[src/hw/rtl/hlv_pkg.sv]
`default_nettype none
// ----------------------------------------------------------------------------
// hlv_pkg: shared types and constants of the Hough line vote accumulator
// Holds the field widths, the item kind codes, the queued command type and
// the Q1.16 cosine and sine tables, which are built during elaboration.
// ----------------------------------------------------------------------------
package hlv_pkg;

  // Number of angle bins; the trig tables are sized by it.
  localparam int THETA_BINS = 180;

  localparam int KIND_W   = 2;
  localparam int COORD_W  = 10;
  localparam int PIXEL_W  = 8;
  localparam int ANGLE_W  = 8;
  localparam int RHO_W    = 12;
  localparam int COUNT_W  = 16;
  localparam int OFFSET_W = 11;
  localparam int TRIG_W   = 18;

  localparam logic [OFFSET_W-1:0] OFFSET_RESET = 11'd1448;
  localparam logic [PIXEL_W-1:0]  PIXEL_ON     = 8'd255;

  localparam logic [KIND_W-1:0] KIND_VOTE  = 2'd0;
  localparam logic [KIND_W-1:0] KIND_READ  = 2'd1;
  localparam logic [KIND_W-1:0] KIND_CLEAR = 2'd2;

  typedef enum logic [1:0] {
    OP_VOTE,
    OP_READ,
    OP_CLEAR
  } op_t;

  // One command as it waits in the queue between front and back.
  typedef struct packed {
    op_t                op;
    logic [COORD_W-1:0] x;
    logic [COORD_W-1:0] y;
    logic [ANGLE_W-1:0] angle;
    logic [RHO_W-1:0]   rho;
    logic               hit;
  } cmd_t;

  typedef logic signed [TRIG_W-1:0] trig_tab_t [THETA_BINS];

  localparam logic [63:0] PI_Q30  = 64'd3373259426;
  localparam logic [63:0] ONE_Q30 = 64'd1073741824;

  // Divides a series term by the factorial step of term k.
  function automatic logic [63:0] div_term(input logic [63:0] v, input int k,
                                           input bit want_sin);
    logic [63:0] q;
    q = v;
    case (k)
      1:       q = want_sin ? v / 64'd6   : v / 64'd2;
      2:       q = want_sin ? v / 64'd20  : v / 64'd12;
      3:       q = want_sin ? v / 64'd42  : v / 64'd30;
      4:       q = want_sin ? v / 64'd72  : v / 64'd56;
      5:       q = want_sin ? v / 64'd110 : v / 64'd90;
      6:       q = want_sin ? v / 64'd156 : v / 64'd132;
      7:       q = want_sin ? v / 64'd210 : v / 64'd182;
      8:       q = want_sin ? v / 64'd272 : v / 64'd240;
      9:       q = want_sin ? v / 64'd342 : v / 64'd306;
      10:      q = want_sin ? v / 64'd420 : v / 64'd380;
      default: q = v;
    endcase
    return q;
  endfunction

  // Taylor series of sin or cos over the first quadrant, angle in Q30.
  function automatic logic signed [63:0] series_q30(input logic [63:0] a,
                                                    input bit want_sin);
    logic [63:0]        a2;
    logic [63:0]        term;
    logic signed [63:0] sum;
    a2   = (a * a) >> 30;
    term = want_sin ? a : ONE_Q30;
    sum  = signed'(term);
    for (int k = 1; k <= 10; k++) begin
      term = div_term((term * a2) >> 30, k, want_sin);
      if (k[0]) begin
        sum = sum - signed'(term);
      end else begin
        sum = sum + signed'(term);
      end
    end
    return sum;
  endfunction

  // Rounds Q30 to Q16, to nearest, clamping negative values to zero.
  function automatic logic signed [TRIG_W-1:0] q30_to_q16(input logic signed [63:0] v);
    logic [63:0] u;
    logic [63:0] r;
    u = (v < 0) ? 64'd0 : unsigned'(v);
    r = (u + 64'd8192) >> 14;
    return signed'(r[TRIG_W-1:0]);
  endfunction

  function automatic trig_tab_t build_trig(input bit want_sin);
    trig_tab_t                 tab;
    logic [63:0]               mm;
    logic [63:0]               a;
    logic signed [TRIG_W-1:0]  c;
    bit                        folded;
    for (int m = 0; m < THETA_BINS; m++) begin
      folded = (2 * m > THETA_BINS);
      mm     = folded ? 64'(THETA_BINS - m) : 64'(m);
      a      = (PI_Q30 * mm) / THETA_BINS;
      c      = q30_to_q16(series_q30(a, want_sin));
      tab[m] = (!want_sin && folded) ? -c : c;
    end
    return tab;
  endfunction

  localparam trig_tab_t COS_TAB = build_trig(1'b0);
  localparam trig_tab_t SIN_TAB = build_trig(1'b1);

endpackage
`default_nettype wire

[src/hw/rtl/hlv_front.sv]
`default_nettype none
// ----------------------------------------------------------------------------
// hlv_front: accepts input transactions and classifies them
// Drops items that do nothing, masks coordinates, range-checks reads and
// hands the resulting command to the queue.
// ----------------------------------------------------------------------------
module hlv_front import hlv_pkg::*; #(
  parameter int RHO_BINS   = 4096,
  parameter int COORD_BITS = 10
) (
  input  wire logic               start,
  output logic                    busy,
  input  wire logic [KIND_W-1:0]  kind,
  input  wire logic [COORD_W-1:0] x_coord,
  input  wire logic [COORD_W-1:0] y_coord,
  input  wire logic [PIXEL_W-1:0] pixel_value,
  input  wire logic [ANGLE_W-1:0] angle_index,
  input  wire logic [RHO_W-1:0]   rho_index,
  input  wire logic               q_full,
  input  wire logic               clr_busy,
  output logic                    push,
  output cmd_t                    cmd
);

  localparam logic [COORD_W-1:0] COORD_MASK = COORD_W'((64'd1 << COORD_BITS) - 64'd1);

  logic accept;

  assign busy   = q_full || clr_busy;
  assign accept = start && !busy;

  always_comb begin
    cmd.op    = OP_VOTE;
    cmd.x     = x_coord & COORD_MASK;
    cmd.y     = y_coord & COORD_MASK;
    cmd.angle = angle_index;
    cmd.rho   = rho_index;
    cmd.hit   = (int'(angle_index) < THETA_BINS) && (int'(rho_index) < RHO_BINS);
    push      = 1'b0;
    case (kind)
      KIND_VOTE: begin
        cmd.op = OP_VOTE;
        push   = accept && (pixel_value == PIXEL_ON);
      end
      KIND_READ: begin
        cmd.op = OP_READ;
        push   = accept;
      end
      KIND_CLEAR: begin
        cmd.op = OP_CLEAR;
        push   = accept;
      end
      default: begin
        push = 1'b0;
      end
    endcase
  end

endmodule
`default_nettype wire

[config.mk]
export PLATFORM = sky130hd
export DESIGN_NAME = hlv_front
export DESIGN_NICKNAME = d
export VERILOG_FILES = /design/src/hw/rtl/hlv_pkg.sv /design/src/hw/rtl/hlv_front.sv
export SDC_FILE = /design/constraint.sdc
export NUM_CORES = 1
export LEC_CHECK = 0
export CORE_AREA = 2 2 39 41
export DETAILED_ROUTE_END_ITERATION = 16
export DIE_AREA = 0 0 41 43
export DONT_BUFFER_PORTS = 1
export PLACE_DENSITY = 0.51
export SLEW_MARGIN = 40
export SYNTH_ARGS = -nofsm -noshare
export SYNTH_HDL_FRONTEND = slang
export SYNTH_SLANG_ARGS = --single-unit
export TNS_END_PERCENT = 50
[constraint.sdc]
create_clock -name vclk -period 1.6
set_input_delay 0.16 -clock vclk [all_inputs]
set_output_delay 0.16 -clock vclk [all_outputs]
set_load 0.01 [all_outputs]
; ---- Yosys cells after proc, flatten, opt, wreduce, memory -nomap -nowiden
; Cells that the tools add are included.
[totals]
regBits = 0
output_inout_bits = 45
[op_classes]
order_cmp = 1
eq_ne = 3
muxes = 2
reduce_logical = 6
[ops]
columns = cell, count
row1 = "8-bit == test, second input constant", 1
row2 = "8-bit < comparator, second input constant", 1
row3 = 2-bit one-hot mux with 2 select lines, 1
row4 = "2-bit by 1-bit == test with 1-bit output, second input constant", 1
row5 = "2-bit == test, second input constant", 1
row6 = 1-bit logical AND, 2
row7 = 2-bit zero test, 1
row8 = 1-bit one-hot mux with 2 select lines, 1
row9 = 2-bit OR reduction, 1
row10 = 1-bit zero test, 1
row11 = 1-bit logical OR, 1

; ---- Depth between registers and ports, before layout
[logic_depth]
word_depth = 5
mapped_depth = 5

; ---- Worst setup path before layout
; OpenSTA, ideal clock, no wires.
[synth_timing]
path_type = input port to output port
from = input clr_busy
to = output push
arrival_time_ns = 0.749
t_required_ns = 1.440
path_slack_ns = 0.691
cell_stages = 3
path_buffers = 0
cell_sequence = or2_4 > nor3b_2 > o21a_1
[synth_via]
elab_chain_cells = 5
[synth_lines]
columns = item, line
row1 = from (decl), hlv_front.sv:20  ; input wire logic clr_busy,
row2 = 1-bit logical OR (*), hlv_front.sv:29  ; assign busy = q_full || clr_busy;
row3 = 1-bit zero test (*), hlv_front.sv:30  ; assign accept = start && !busy;
row4 = 1-bit logical AND (*), hlv_front.sv:30
row5 = 1-bit logical AND, hlv_front.sv:43  ; push = accept && (pixel_value == PIXEL_ON);
row6 = 1-bit one-hot mux with 2 select lines (*), hlv_front.sv:40  ; case (kind)
row7 = to (decl), hlv_front.sv:21  ; output logic push,
; Mark *: on every way between the ends. The rest lies on a longest branch, timed or not.

; ---- Final worst setup path
; Same ends and word-level chain as after synthesis.

==> reports/metrics.cfg <==
[pwr]
switching_share = 0.5408
clock_power_share = 0
leakage_nw = 0.06498
combPwrFrac = 1.000
seq_power_share = 0
ir_drop_v = 0.00002055
power_switching_mw = 0.01039
pwr_density_cell_nw_per_um2 = 135.9
internal-power_mw = 0.008822

[grt]
grt_pass1_vias = 173
grt_pass1_wl_um = 848
gr-total-overflow = 0
grt_max_degree = 4
antenna_found_initial = 0
grt_use_total = 0.06494

[route]
drtIter0Drc = 2
final_antenna_net_count = 0
vias = 159
viasPerCell = 5.129
drt-pass1-iter-count = 2
drc_errors = 0
totalWireLength_um = 554
wl_per_cell_um = 17.87

[final_layout]
clkbuf_count = 0
syn_to_final_growth_pct = -66.47
seq_cell_count = 0
regArea_um2 = 0
final_common_cell = ha_1
layout_common_cells = ha_1, inv_1
drive_gt1_frac = 0.1333
nets = 74
antennaDiodeCount = 0

[synth]
yosys.area.top_type = buf_4
syn_nets = 112
syn_inst = 55
syn-cell-area_um2 = 421.7
synth_cell_type_count = 12
synth_area_leaders = buf_4, ha_1, nor3b_2
yosysWarningCount = 0
netlist.area_leader.share = 0.7122
synth-seq-area-share = 0
avgSynthCellArea_um2 = 7.666

[critical_path]
cp.required_ns = 1.44
critPathLaunchType = input port
critPathCaptureType = primary output
path_max_fanout = 2
cp.arrival_ns = 0.78
crit_type = in2out

[sta]
finalHoldViolCount = 0
fin_ws_ns = 0.6616
fmax_mhz = 1066
max-slew-margin-rel = 0.7679
slew_viol_final = 0
worst_slew_pin_slew_ns = 0.3445
post-route-period-util = 0.5865
fin_setup_tns_ns = 0
rsz0062_at_grt = no
period_minus_slack_ns = 0.9384
setup-violations-final = 0

[cts]
hold_buffers = 0
ctsResizeCount = 0
post_cts_buffers = 0

[floorplanning]
die_h_um = 43
die_w_um = 41
rows = 14
pin_count = 98
core_um2 = 1384
start_util = 0.3047
die_area_um2 = 1763

[placed_design]
gp_congestion = 0.5841
portBuffers = 0
pre_cts_ws_ns = 0.6426

[min_path]
hold_path_class = in2out

[outcome]
outcome = completed

[job]
drv_cap = 0

-- power by group through the flow --
| stage | clock network [mW] | registers (mW) | logic (mW) |
|---|---|---|---|
| 6_report | 0 | 0 | 0.0192 |
| 4_1_cts | 0 | 0 | 0.0196 |
| 3_3_place_gp | 0 | 0 | 0.0200 |
| 3_5_place_dp | 0 | 0 | 0.0195 |
| 5_1_grt | 0 | 0 | 0.0215 |
| 2_1_floorplan | 0 | 0 | 0.120 |
-- synth_stat cells --
master	instances
or2_4	1
nand2_1	1
o211a_1	1
ha_1	4
nor3b_2	1
inv_1	2
nand3_1	1
nor3_1	1
o21ai_0	1
buf_4	40
nand4_1	1
o21a_1	1
-- final timing paths --
check / from / end / slack, ns / cells past startpoint
setup / recovery: clr_busy / push / 0.66 / 3
hold / removal: y_coord[1] / cmd[22] / 0.32 / 0
-- routing by layer --
layer	track usage	share of wire	vias to the layer above
li1	-	-	53
met1	0.05696	0.22	64
met2	0.08438	0.45	30
met3	0.04712	0.25	12
met4	0.07333	0.072	0
met5	0	0	-
-- metrics by stage --
step | area [µm²] | hold WS [ns] | power [mW] | std cells | util
final | 141.4 | 0.3200 | 0.01921 | 31 | 0.1022
after floorplan | 421.7 | 0.4118 | 0.1201 | 55 | -
after detailed placement | 141.4 | 0.3201 | 0.01946 | 31 | 0.1022
after CTS | 141.4 | 0.3201 | 0.01960 | 31 | 0.1022
after global placement | 141.4 | 0.3201 | 0.02002 | 31 | 0.1022
after global routing | 141.4 | 0.3200 | 0.02152 | 31 | 0.1022
-- final cells by class --
| cell class | count | area (µm²) |
|---|---|---|
| fill | 162 | 1242 |
| multi-input combinational | 13 | 113.9 |
| tap | 16 | 20.02 |
| inverter | 2 | 7.507 |
-- worst max-delay path: stages --
cell and delay, ns:
or2_4 0.25, nor3b_2 0.18, o21a_1 0.19
-- kinds of logic (layout without fill, tap and decap cells) --
family | Yosys count | count (layout) | share of synthesized area
simple gates | 6 | 6 | 0.09790
buf+inv | 42 | 2 | 0.7300
fa+ha+maj | 4 | 4 | 0.1187
compound gates | 3 | 3 | 0.05341
No activity file was read; power rests on OpenSTA's default activity.
