[src/hw/rtl/hlv_queue.sv]
`default_nettype none
// ----------------------------------------------------------------------------
// hlv_queue: short command queue between front and back
// A small first-in first-out buffer in flip-flops.
// ----------------------------------------------------------------------------
module hlv_queue #(
  parameter int WIDTH = 8,
  parameter int DEPTH = 4,
  localparam int PW = (DEPTH > 1) ? $clog2(DEPTH) : 1,
  localparam int CW = $clog2(DEPTH + 1)
) (
  input  wire logic             clk,
  input  wire logic             rst_n,
  input  wire logic             push,
  input  wire logic [WIDTH-1:0] push_data,
  output logic                  full,
  input  wire logic             pop,
  output logic      [WIDTH-1:0] pop_data,
  output logic                  empty
);

  logic [WIDTH-1:0] slot_r [DEPTH];
  logic [PW-1:0]    wr_ptr_r, wr_ptr_nxt;
  logic [PW-1:0]    rd_ptr_r, rd_ptr_nxt;
  logic [CW-1:0]    count_r, count_nxt;
  logic             do_push, do_pop;

  assign full     = (count_r == CW'(DEPTH));
  assign empty    = (count_r == '0);
  assign pop_data = slot_r[rd_ptr_r];
  assign do_push  = push && !full;
  assign do_pop   = pop && !empty;

  always_comb begin
    wr_ptr_nxt = wr_ptr_r;
    rd_ptr_nxt = rd_ptr_r;
    count_nxt  = count_r;
    if (do_push) begin
      wr_ptr_nxt = (wr_ptr_r == PW'(DEPTH - 1)) ? '0 : wr_ptr_r + 1'b1;
    end
    if (do_pop) begin
      rd_ptr_nxt = (rd_ptr_r == PW'(DEPTH - 1)) ? '0 : rd_ptr_r + 1'b1;
    end
    if (do_push && !do_pop) begin
      count_nxt = count_r + 1'b1;
    end else if (do_pop && !do_push) begin
      count_nxt = count_r - 1'b1;
    end
  end

  always_ff @(posedge clk) begin
    if (!rst_n) begin
      wr_ptr_r <= '0;
      rd_ptr_r <= '0;
      count_r  <= '0;
    end else begin
      wr_ptr_r <= wr_ptr_nxt;
      rd_ptr_r <= rd_ptr_nxt;
      count_r  <= count_nxt;
    end
  end

  always_ff @(posedge clk) begin
    if (do_push) begin
      slot_r[wr_ptr_r] <= push_data;
    end
  end

endmodule
`default_nettype wire

[config.mk]
export PLATFORM = sky130hd
export DESIGN_NAME = hlv_queue
export DESIGN_NICKNAME = d
export VERILOG_FILES = /design/src/hw/rtl/hlv_queue.sv
export SDC_FILE = /design/constraint.sdc
export NUM_CORES = 1
export LEC_CHECK = 0
export BUFFER_PORTS_ARGS = -buffer_cell sky130_fd_sc_hd__buf_2
export CORE_MARGIN = 2
export CORE_UTILIZATION = 55
export DETAILED_ROUTE_END_ITERATION = 6
export PLACE_DENSITY = 0.77
export SYNTH_ARGS = -nofsm -noshare
export SYNTH_HDL_FRONTEND = slang
export SYNTH_SLANG_ARGS = --single-unit
export TNS_END_PERCENT = 10
[constraint.sdc]
create_clock -name clk -period 4.78 [get_ports clk]
set_clock_uncertainty 0.1 [all_clocks]
set_input_delay 0.956 -clock clk [delete_from_list [all_inputs] [get_ports clk]]
set_output_delay 0.956 -clock clk [all_outputs]
set_load 0.02 [all_outputs]
# After elaboration in Yosys (flattened, before gate mapping)
# Memories as Yosys holds them, arrays and structs flattened. A register that Yosys moved wholly into a read port is not among the register bits.
# Index checks and enable logic that the tools add are counted.
[word_totals]
mem_bits_rw = 32
output_inout_bits = 10
wordCells = 29
inputBits = 12
ff_bits = 7
n_memories = 1
[memory_table]
columns = ["memory", "words", "word_bits", "read_ports", "rd_clocked_by_memory_dff", "write_ports", "line_no", "text"]
rows = [
  ["slot_r", 4, 8, 1, 1, 1, "22", "logic [WIDTH-1:0] slot_r [DEPTH];"],
]
[op_classes]
n_addsub = 4
n_mux = 8
n_reduce_logical = 10
eq_ne = 3
[op_table]
columns = ["cell", "count"]
rows = [
  ["$mux W2", 4],
  ["$mux W3", 2],
  ["$add A2 B1 Y2 const B", 2],
  ["$eq A2 B2 Y1 const B", 2],
  ["$logic_and A1 B1 Y1", 4],
  ["$logic_not A1 Y1", 4],
  ["$add A3 B1 Y3 const B", 1],
  ["$eq A3 B3 Y1 const B", 1],
  ["$logic_not A3 Y1", 1],
  ["$sub A3 B1 Y3 const B", 1],
  ["$mux W1", 2],
  ["$reduce_bool A2 Y1", 1],
]

# Longest topological paths before layout
# Gate-level depths: netlist (run 1).
[depth]
depth_word = 7
ltp_mapped = 9
depth_no_buf = 8

# Least setup slack after synthesis (run 1)
# Ideal clock, no wire load.
[synth_timing]
path_type = "input-to-reg"
start = "input push"
end = "register count_r[2]"
required_ps = 4604
arrival_ps = 2380
n_path_buf = 1
setup_ps = 76
setup_slack_ps = 2224
stages = 8
cell_sequence = "nor2b_1 -> buf_2 -> ha_1 -> inv_1 -> fa_1 -> xor2_1 -> or3_1 -> a21boi_0"
[synth_via]
elab_chain_cells = 4
word_cells_on_any_way = 6
classes_between = "mux: 1; reduce/logical: 5"
[synth_lines]
columns = ["item", "line_no", "text"]
rows = [
  ["from (decl)", "14", "input wire logic push,"],
  ["$logic_and A1 B1 Y1 *", "31", "assign do_push = push && !full;"],
  ["net do_push", "26", "logic do_push, do_pop;"],
  ["$logic_not A1 Y1", "46", "end else if (do_pop && !do_push) begin"],
  ["$logic_and A1 B1 Y1", "46", ""],
  ["$reduce_bool A2 Y1 (no line)", "--", ""],
  ["to (signal assigned)", "59", "count_r <= count_nxt;"],
  ["to (decl)", "25", "logic [CW-1:0] count_r, count_nxt;"],
]
# Mark *: on every way through the listed nets, which the timed path passes. The rest lies on a longest branch.
# A chain may end at the register's enable or synchronous reset.

==> results of run 1 <==
layout make-up:
type	instances	area share [%]
Sequential cell	41	62.0
Multi-Input combinational cell	45	25.0
Timing Repair Buffer	21	5.71
Clock buffer	7	4.15
Tap cell	31	2.11
Inverter	3	0.612
Clock inverter	1	0.340
metrics by stage:
| stage | hold WS [ns] | setup WS [ns] | cells | util (%) | power (W) |
|---|---|---|---|---|---|
| after floorplan | 0.368 | 2.22 | 93 | - | 0.000679 |
| after global placement | 0.383 | 1.95 | 141 | 63.2 | 0.000741 |
| after detailed placement | 0.410 | 1.86 | 141 | 63.2 | 0.000756 |
| after CTS | 0.428 | 1.87 | 149 | 66.1 | 0.000972 |
| after global routing | 0.465 | 1.78 | 149 | 66.1 | 0.00101 |
| final | 0.427 | 1.94 | 149 | 66.1 | 0.000957 |
kinds of logic after synthesis:
| kind of cell | Yosys count | share of synthesized area (%) |
|---|---|---|
| flops | 41 | 70.0 |
| xor+xnor | 2 | 1.07 |
| mux | 11 | 12.9 |
| compound gates | 5 | 1.84 |
| fa+ha+maj | 7 | 5.83 |
| simple gates | 20 | 6.60 |
| buf+inv | 7 | 1.76 |
critical path, cell delays in order (launching register included):
cell     delay, ns
dfxtp_1       0.68
mux4_2        0.58
buf_2         0.17
registers in the layout, indices dropped and copies added (netlist names), named ones only:
register and flops:
slot_r 32, count_r 3, wr_ptr_r 2, rd_ptr_r 2
final timing paths:
check | start | endpoint | slack [ns]
worst max register to register | count_r[1] | count_r[2] | 2.33
worst max-delay path | flop | pop_data[6] | 1.94
worst min-delay path | wr_ptr_r[0] | wr_ptr_r[0] | 0.43
worst min register to register | wr_ptr_r[0] | wr_ptr_r[0] | 0.43
layout by cell type (no fill, tap or decap), drive strengths merged, types with 2 or more instances in the layout:
cell    count
edfxtp     32
nor2b       2
nand2       6
buf        21
mux4        8
nor2        2
o21ai       3
ha          6
nand3       2
dfxtp       9
clkbuf      7
mux2i       3
and2        5
inv         4
routing by layer:
metal / up-vias / track usage, %
met5: - / 0
met3: 4 / 6.15
met1: 408 / 18.2
li1: 397 / -
met4: 0 / 7.97
met2: 20 / 30.2
where the power goes:
group / switching, W / leakage, nW / internal (W) / total [W]
combinational: 0.000134 / 0.265 / 0.000121 / 0.000255
sequential: 0.0000485 / 0.367 / 0.000438 / 0.000487
clock: 0.000111 / 0.0470 / 0.000104 / 0.000215
==> flow_metrics.py, run 1 <==
metrics = {
    "run_status": {
        "status": "finished, final reports clean",
    },
    "power": {
        "power-per-cell-area_mw_per_mm2": 520,
        "leakage_nw": 0.679,
        "vdd.ir_drop.worst_uv": 391,
    },
    "grt": {
        "grt_pass1_vias": 876,
        "grt_pass1_wl_um": 4060,
        "antenna_found_initial": 0,
        "grt.total_usage_pct": 17.1,
        "grt_max_degree": 14,
        "overflow": 0,
    },
    "logic_synthesis": {
        "synthDistinctLibCells": 23,
        "synth_top_cell_by_area": "edfxtp_1",
        "synth_top_flop_cell": "edfxtp_1",
        "synth_most_common_cell": "edfxtp_1",
        "synthTopCellsByCount": "edfxtp_1, dfxtp_1, mux4_2, ha_1, nand2_1",
        "netlist_instances": 93,
        "synth_area_mm2": 0.00163,
        "synth_async_sr_flop_share_pct": 0,
        "synth_top_area_share_pct": 58.9,
        "synth_seq_cells": 41,
        "synth.avg_cell_area_um2": 17.5,
        "synth_edf_count": 32,
        "seq_area_frac_synth_pct": 70.0,
        "synth_area_leaders": "edfxtp_1, dfxtp_1, mux4_2, ha_1, and2_1",
        "synth_warnings": 0,
        "syn_nets": 112,
    },
    "layout": {
        "n_fill_cell": 197,
        "multiInputGateArea_um2": 460,
        "regArea_mm2": 0.00114,
        "stdcell_area_mm2": 0.00184,
        "drive_above_1_share_pct": 32.2,
        "syn2layout_area_growth_pct": 12.8,
        "num_antenna_cells": 0,
        "nNetsFinal": 136,
    },
    "sta": {
        "setup_tns_ns": 0,
        "maxSlewHeadroom_pct": 61.3,
        "tightest_slew_ns": 0.576,
        "finalCritPeriodShare_pct": 59.4,
        "drv_slew": 0,
        "rsz0062_at_grt": "false",
        "setup_violations": 0,
        "hold_viol": 0,
        "clock.fmax_mhz": 352,
        "period_needed_ns": 2.84,
    },
    "cts": {
        "hold_buffers": 0,
        "cts_root_buffer": "clkbuf_4",
        "cts_setup_buffers": 0,
        "clockBufferDepth": 2,
        "htree_levels": 2,
        "clkSlewWorstSetupHoldPaths_ns": 0.12,
        "clock_latency_ns": 0.35,
        "cts_tree": "yes",
        "cts_buffers": 5,
        "clock_sinks": 41,
        "cts.repair.resized": 0,
    },
    "die": {
        "rows": 19,
        "core_mm2": 0.00278,
        "die_height_um": 58.4,
        "die_area_mm2": 0.00342,
        "start_util_pct": 58.6,
        "die_w_um": 58.4,
        "ios": 22,
    },
    "setup_path": {
        "critPathRequiredTime_ns": 3.72,
        "cp.arrival_ns": 1.78,
        "worstPathMaxFanout": 8,
        "reg2reg_depth": 7,
        "critical_path_class": "reg2out",
        "start_kind": "flop",
        "end_kind": "primary output",
    },
    "routing": {
        "maxUsedRoutingLayer": "met4",
        "num_vias": 829,
        "via_per_inst": 5.56,
        "wl_met3_um": 146,
        "drt_iter0_drc": 25,
        "ant_nets": 0,
        "drt-met1-wl_um": 940,
        "wl_per_cell_um": 16.5,
        "drt-total-wl_um": 2450,
        "drc": 0,
        "first_pass_iters": 3,
        "wl_met2_um": 1340,
    },
    "placement": {
        "dpl.hpwl_um": 1710,
        "dpl_cell_area_mm2": 0.00176,
        "port_buffers": 21,
        "globalplace.congestion": 0.663,
    },
    "hold_path": {
        "hp-class": "reg2reg",
        "hold_depth": 2,
    },
    "job": {
        "cap_violations": 0,
    },
}
Note: power is estimated with default switching activity, not from simulation.
==> run 2: changes to the inputs <==
==> constraint.sdc (replaced) <==
create_clock -name clk -period 2.75 [get_ports clk]
set_clock_uncertainty 0.1 [all_clocks]
set_input_delay 0.55 -clock clk [delete_from_list [all_inputs] [get_ports clk]]
set_output_delay 0.55 -clock clk [all_outputs]
set_load 0.02 [all_outputs]
==> flow_metrics.py, run 2 (same netlist as run 1, synthesis figures left out) <==
metrics = {
    "layout": {
        "largest_reg_flops": 32,
        "mostFrequentLayoutCell": "edfxtp_1",
        "top_regs": "slot_r: 32 flops, count_r: 3 flops",
        "n_fill_cell": 209,
        "drive_above_1_share_pct": 31.9,
        "num_antenna_cells": 0,
        "regArea_mm2": 0.00114,
        "multiInputGateArea_um2": 460,
        "mostFrequentLayoutCells": "edfxtp_1, buf_2, dfxtp_1",
        "syn2layout_area_growth_pct": 13.1,
        "final-instance-count-excl-fill": 150,
        "nNetsFinal": 137,
        "top_register": "slot_r",
    },
    "die": {
        "start_util_pct": 58.6,
        "die_w_um": 58.4,
        "die_height_um": 58.4,
        "die_area_mm2": 0.00342,
        "ios": 22,
        "rows": 19,
        "core_mm2": 0.00278,
    },
    "sta": {
        "setup_tns_ns": 0,
        "finalCritPeriodShare_pct": 88.7,
        "drv_slew": 0,
        "timing.hold.ws_ns": 0.316,
        "setup_violations": 0,
        "maxSlewHeadroom_pct": 63.8,
        "fin_ws_ns": 0.309,
        "tightest_slew_ns": 0.539,
        "clock.fmax_mhz": 410,
        "hold_viol": 0,
        "rsz0062_at_grt": "false",
        "period_needed_ns": 2.44,
    },
    "routing": {
        "via_per_inst": 5.55,
        "first_pass_iters": 4,
        "ant_nets": 0,
        "drt-total-wl_um": 2440,
        "drt_iter0_drc": 8,
        "wl_per_cell_um": 16.3,
        "num_vias": 833,
        "drc": 0,
    },
    "hold_path": {
        "hold_depth": 1,
        "hp-class": "in2reg",
    },
    "cts": {
        "clock_latency_ns": 0.33,
        "cts_root_buffer": "clkbuf_4",
        "htree_levels": 2,
        "cts_tree": "yes",
        "clockBufferDepth": 2,
        "hold_buffers": 0,
        "cts_buffers": 5,
        "clkSlewWorstSetupHoldPaths_ns": 0.11,
        "cts_setup_buffers": 0,
        "cts.repair.resized": 0,
        "clock_sinks": 41,
    },
    "setup_path": {
        "end_kind": "flop",
        "regToRegSetupSlack_ns": 0.31,
        "path_cells": "o31ai_1 > ha_1 > inv_1 > fa_1 > xor2_1 > or3_1 > a21boi_0",
        "cpPeakStageDelay_ns": 0.52,
        "cpMaxStageDelayCell": "o31ai_1",
        "reg2reg_depth": 7,
        "critical_path_class": "reg2reg",
        "cp.arrival_ns": 2.61,
        "critPathRequiredTime_ns": 2.92,
        "cp_num_cells": 7,
        "start_kind": "flop",
        "worstPathMaxFanout": 5,
        "cp_top_family": "compound AO/OA/AOI/OAI gates",
        "cp.buffers_inverters": 1,
    },
    "job": {
        "cap_violations": 0,
    },
    "power": {
        "leakage_nw": 0.680,
        "power-per-cell-area_mw_per_mm2": 896,
        "vdd.ir_drop.worst_uv": 850,
    },
    "placement": {
        "globalplace.congestion": 0.682,
        "port_buffers": 21,
        "dpl.hpwl_um": 1750,
        "dp_cells": 142,
        "pre_cts_slack_ns": 0.353,
    },
    "grt": {
        "grt_max_degree": 13,
        "antenna_found_initial": 0,
        "grt_pass1_vias": 876,
        "grt_pass1_wl_um": 3930,
        "overflow": 0,
        "grt.total_usage_pct": 16.7,
    },
    "run_status": {
        "status": "finished, final reports clean",
    },
}
## run 2: changes by cell type in the layout (fill, tap and decap cells not counted)
| cell | previous run | this run |
|---|---|---|
| inv_4 | 1 | 0 |
| clkbuf_1 | 0 | 1 |
| buf_4 | 0 | 1 |
## run 2: routing by layer
layer  track usage [%]  share of wire, %
met5                 0                 0
met1              17.7                43
met3              6.81               5.3
met4              7.97               2.3
met2              28.7                50
## run 2: through the flow
stage	util (%)	power, W	area (µm²)
2_1_floorplan	-	0.00118	1630
4_1_cts	66.3	0.00168	1840
3_5_place_dp	63.4	0.00132	1760
5_1_grt	66.3	0.00174	1840
6_report	66.3	0.00165	1840
3_3_place_gp	63.4	0.00129	1760
## run 2: path summary, 6_finish.rpt
kind                                   start      endpoint
worst max-delay path              count_r[0]    count_r[2]
worst min-delay path            push_data[3]  slot_r[0][3]
worst min register to register   wr_ptr_r[0]   wr_ptr_r[0]
worst max register to register    count_r[0]    count_r[2]
## run 2: power by group
part | switching [W] | internal (W)
Sequential | 0.0000840 | 0.000762
Combinational | 0.000234 | 0.000215
Clock | 0.000177 | 0.000181
## run 2: layout make-up
class / count / area share [%]
Clock buffer: 8 / 4.34
Timing Repair Buffer: 22 / 6.11
Tap cell: 31 / 2.10
Sequential cell: 41 / 61.9
Multi-Input combinational cell: 45 / 25.0
Inverter: 3 / 0.611
## run 2: worst reg2reg max path, cell delays in order (launching register included)
cell and delay, ns:
dfxtp_1 0.39, o31ai_1 0.52, ha_1 0.29, inv_1 0.06, fa_1 0.38, xor2_1 0.16
or3_1 0.30, a21boi_0 0.17
